--- src/rtl/core/npvd_pkg.sv ---
// Shared types and constants of the nearest point value difference block.
// Used by npvd_sq_unit, npvd_store and nearest_point_value_difference.
// No dependencies.
package npvd_pkg;

	localparam int MAX_POINTS_DEF = 1024;

	localparam int COUNT_W = 11;
	localparam int INDEX_W = 10;
	localparam int COORD_W = 32;
	localparam int DIFF_W  = COORD_W + 1;
	localparam int SQ_W    = 2 * COORD_W + 1;
	localparam int DIST_W  = SQ_W + 1;

	localparam int IN_DATA_W  = 176;
	localparam int OUT_DATA_W = 48;

	localparam int IN_INDEX_LSB  = 0;
	localparam int IN_X_LSB      = IN_INDEX_LSB + INDEX_W;
	localparam int IN_Y_LSB      = IN_X_LSB + COORD_W;
	localparam int IN_Z_LSB      = IN_Y_LSB + COORD_W;
	localparam int IN_FIRST_LSB  = IN_Z_LSB + COORD_W;
	localparam int IN_SECOND_LSB = IN_FIRST_LSB + COORD_W;

	localparam logic OP_LOAD  = 1'b0;
	localparam logic OP_QUERY = 1'b1;

	typedef struct packed {
		logic signed [COORD_W-1:0] second;
		logic signed [COORD_W-1:0] first;
		logic signed [COORD_W-1:0] z;
		logic signed [COORD_W-1:0] y;
		logic signed [COORD_W-1:0] x;
	} point_t;

	typedef enum logic [4:0] {
		ST_IDLE = 5'b00001,
		ST_READ = 5'b00010,
		ST_CALC = 5'b00100,
		ST_CMP  = 5'b01000,
		ST_DONE = 5'b10000
	} state_t;

endpackage

--- src/rtl/core/npvd_sq_unit.sv ---
// Shared squared-difference unit: subtracts two signed coordinates and
// squares the magnitude, with the product registered. Uses npvd_pkg.
module npvd_sq_unit (
	input  logic                                 clk,
	input  logic signed [npvd_pkg::COORD_W-1:0]  a,
	input  logic signed [npvd_pkg::COORD_W-1:0]  b,
	output logic        [npvd_pkg::SQ_W-1:0]     sq_q
);

	logic signed [npvd_pkg::DIFF_W-1:0]   diff;
	logic        [npvd_pkg::DIFF_W-1:0]   mag;
	logic        [2*npvd_pkg::DIFF_W-1:0] full;

	assign diff = npvd_pkg::DIFF_W'(a) - npvd_pkg::DIFF_W'(b);
	assign mag  = diff[npvd_pkg::DIFF_W-1] ? npvd_pkg::DIFF_W'(-diff) : npvd_pkg::DIFF_W'(diff);
	assign full = {{npvd_pkg::DIFF_W{1'b0}}, mag} * {{npvd_pkg::DIFF_W{1'b0}}, mag};

	always_ff @(posedge clk) begin
		sq_q <= npvd_pkg::SQ_W'(full);
	end

endmodule

--- config.mk ---
export PLATFORM = sky130hd
export DESIGN_NAME = npvd_sq_unit
export DESIGN_NICKNAME = d
export VERILOG_FILES = /design/src/rtl/core/npvd_pkg.sv /design/src/rtl/core/npvd_sq_unit.sv
export SDC_FILE = /design/constraint.sdc
export NUM_CORES = 2
export LEC_CHECK = 0
export BUFFER_PORTS_ARGS = -buffer_cell sky130_fd_sc_hd__clkbuf_2
export CAP_MARGIN = 25
export CORE_MARGIN = 2
export CORE_UTILIZATION = 60
export CTS_CLUSTER_DIAMETER = 150
export DETAILED_ROUTE_END_ITERATION = 10
export GPL_ROUTABILITY_DRIVEN = 0
export PLACE_DENSITY_LB_ADDON = 0.15
export SYNTH_ARGS = -nofsm -noshare
export SYNTH_HDL_FRONTEND = slang
export SYNTH_SLANG_ARGS = --single-unit
--- constraint.sdc ---
create_clock -name clk -period 11.8 [get_ports clk]
set_input_delay 1.77 -clock clk [delete_from_list [all_inputs] [get_ports clk]]
set_output_delay 1.77 -clock clk [all_outputs]
set_load 0.01 [all_outputs]
==> Implementation_results.wiki <==
{| class="wikitable"
! Metric !! Value
|-
| Via count of the first global-routing pass || 31.0k
|-
| Pre-antenna DRT Iters || 7
|-
| Type of origin of the critical path || input port
|-
| Area fraction of the dominant cell type after synthesis || 51.0%
|-
| Gr ovfl total || 0
|-
| Critical path peak fanout || 4
|-
| Chip Width || 242 µm
|-
| Biggest registers after layout || sq_q (64)
|-
| Delay of the slowest critical-path stage || about 0.60 ns
|-
| Total number of H-tree levels || 3
|-
| Critical setup path kind || input port to flip-flop
|-
| Multi-input combinational cell area || 29000 µm²
|-
| Number of flip-flops under the largest register name || 64
|-
| Final-stage net count || between 5k and 6k
|-
| Leading cell type by number of instances after synthesis || inv_1
|-
| Primary flip-flop cell chosen by synthesis mapping || dfxtp_1
|-
| Max-cap violations || 0
|-
| Smallest hold slack || 2.36 ns
|-
| Pin count of the biggest net entering global routing || 29
|-
| Post-detail-place hpwl || 83700 µm
|-
| Hold buffers post-CTS || 0
|-
| Number of buffers added on ports || 128
|-
| Clock Tree Buf Depth || 2
|-
| Seq/Total Area, Yosys || 3.78%
|-
| Layout Cell Area excl Fill || 42000 µm²
|-
| Failing checks || setup timing
|-
| Total negative slack for setup checks || -0.601 ns
|-
| Clock slew at the register clock pins of the worst setup and hold paths || 0.07 ns
|-
| Startpoint of the worst hold path || b[0]
|-
| Average wire per standard cell || 18.4 µm
|-
| Worst path setup slack after routing || -0.250 ns
|-
| EDFF count, synth || 0
|-
| Largest area contributor in the synthesized netlist || fa_1
|-
| Die height || roughly 240 µm
|-
| Ratio of final minimum period to clock period || 102%
|-
| Post-layout minimum cycle time || roughly 12 ns
|-
| Async SR Flop Fraction || 0%
|-
| Most Frequent Cell on Critical Path || fa_1
|-
| Commonest cells in the synthesized netlist || inv_1 (1102), fa_1 (863), nor2_1 (337)
|-
| Number of nets still failing antenna checks after routing || 0
|-
| Outcome || finished with violations
|-
| Number of antenna violations at the first check in global routing || 1
|-
| Achievable clock frequency || 83.0 MHz
|-
| Data required time at the worst endpoint || approximately 12 ns
|-
| Number of placed I/O pins || 130
|-
| Final setup violation count || 4
|-
| Capture endpoint of the worst hold path || sq_q[3]$_DFF_P_
|-
| Final count of hold timing violations || 0
|-
| Total Routed Length || 97000 µm
|-
| Max-Slew Margin vs Limit || 58.3%
|-
| Biggest area contributors in the synthesized netlist || fa_1 (51%), inv_1 (12%), ha_1 (11%), dfxtp_1 (3.8%), nor2_1 (3.7%)
|-
| Post-DP Area || 40500 µm²
|-
| Cell Area, Synth || 33900 µm²
|-
| Utilization after layout || 74.9%
|-
| Total of flip-flops plus latches after synthesis || 64
|-
| Min-Delay Path Class || input port to flip-flop
|-
| Count of yosys warnings during synthesis || 0
|-
| Max Slew Vio Count || 0
|-
| Sinks on the clock net || 64
|-
| Kind of end point of the critical path || flip-flop
|-
| Core region area || 56100 µm²
|-
| Detail-routed via count per cell || 5.28
|-
| Number of fill cells in the layout || 4094
|-
| Flip-flop and latch area || 1280 µm²
|-
| Global-route wire length before repair || 159000 µm
|-
| DRC violation total after the first TritonRoute iteration || roughly 1.7k
|-
| Transition time at the pin with the least slew margin || 0.625 ns
|-
| Arrival time at the worst endpoint || 12.32 ns
|-
| Hold Path Depth || 6
|-
| Standard-cell row count || between 80 and 90
|-
| Via Count || ~28k
|-
| Total die area || 58300 µm²
|-
| DRC Markers || 0
|-
| Gate count after technology mapping || 3764
|-
| Initial core utilization || 60.4%
|-
| Clock tree from TritonCTS || done
|-
| Root buffer cell || clkbuf_16
|-
| Average cell area after synthesis || 8.99 µm²
|-
| Distinct cell type count after synthesis || 77
|-
| Inserted Clock Buffers || 9
|-
| Overall fraction of global-route tracks in use || 35.1%
|-
| Largest register by flop count || sq_q
|-
| Slowest stage cell, crit path || or4_4
|-
| Share of layout cells above drive strength 1 || a little under a quarter
|-
| Diode insertion count for antenna repair || 0
|-
| RSZ-0062 raised after global routing || yes
|-
| Area delta synth->final || 24.0%
|}
==> metal layers <==
metal	global-route usage, %	share of wire (%)	vias up
li1	-	-	12464
met1	43.1	37	13824
met2	58.4	48	1176
met3	7.54	8.5	336
met4	18.5	6.3	0
met5	0	0	-
==> cell type report <==
cell class	count	share of cell area, %
Inverter	1113	9.98
Multi-Input combinational cell	2486	69.1
Timing Repair inverter	1	0.0179
Sequential cell	64	3.05
Clock inverter	7	0.244
Clock buffer	9	0.536
Tap cell	756	2.25
Timing Repair Buffer	830	14.8
==> what timing repair did <==
action                                  CTS  global route
setup buffers                            13            32
endpoints found under the hold margin     0             0
cloned                                    1             0
endpoints found under the setup margin   23            32
gates resized for setup                  37           151
pin swaps                                23           111
==> critical path, delay by kind of cell <==
| kind | cells | cell delay (ns) |
|---|---|---|
| adder cells (fa/ha/maj) | 10 | 4.48 |
| XOR/XNOR | 2 | 0.35 |
| buffers and inverters | 10 | 0.71 |
| AND/OR/NAND/NOR | 5 | 1.40 |
| AO/OA/AOI/OAI | 15 | 3.58 |
==> kinds of logic (layout without fill, tap and decap cells) <==
logic type      after synthesis  after routing  synth area share [%]
xor+xnor                    127            127                  3.39
fa+ha+maj                  1155           1155                  61.8
other cells                   2             26                0.0222
compound gates              355            355                  6.85
simple gates                819            819                  10.2
buf+inv                    1238           1960                  13.8
mux                           4              4                 0.129
flops                        64             64                  3.78
==> per-stage QoR <==
stage / instances / worst slack (ns)
2_1_floorplan: 3788 / -0.0786
3_3_place_gp: 5205 / -0.733
3_5_place_dp: 5205 / -0.917
4_1_cts: 5235 / -0.215
5_1_grt: 5266 / -0.561
6_report: 5266 / -0.250
==> placed cells by master, fill, tap and decap left out, drive strengths merged, types with 11 or more instances in the layout <==
| cell type | count |
|---|---|
| o21ai | 65 |
| a21o | 69 |
| a31oi | 15 |
| xnor2 | 80 |
| fa | 863 |
| nor3 | 20 |
| and2 | 11 |
| nor2 | 337 |
| nand2b | 24 |
| ha | 292 |
| a21oi | 107 |
| o21a | 13 |
| a211oi | 14 |
| nor2b | 15 |
| and3 | 12 |
| inv | 1109 |
| xor2 | 47 |
| nand2 | 336 |
| nand3 | 17 |
| dfxtp | 64 |
| buf | 704 |
| nand4 | 16 |
| conb | 26 |
| clkbuf | 135 |
==> how the worst max path moves through the flow <==
stage                     from  slack (ns)               end
after floorplan           b[1]       -0.08  sq_q[64]$_DFF_P_
after global placement    b[1]       -0.73  sq_q[64]$_DFF_P_
after detailed placement  b[1]       -0.92  sq_q[64]$_DFF_P_
after CTS                 b[1]       -0.22  sq_q[64]$_DFF_P_
after global routing      b[1]       -0.56  sq_q[64]$_DFF_P_
final                     b[1]       -0.25  sq_q[64]$_DFF_P_
Power is left out: the tool's default activity adds up to more than one toggle a clock period on the data nets, which glitch-free logic cannot reach.
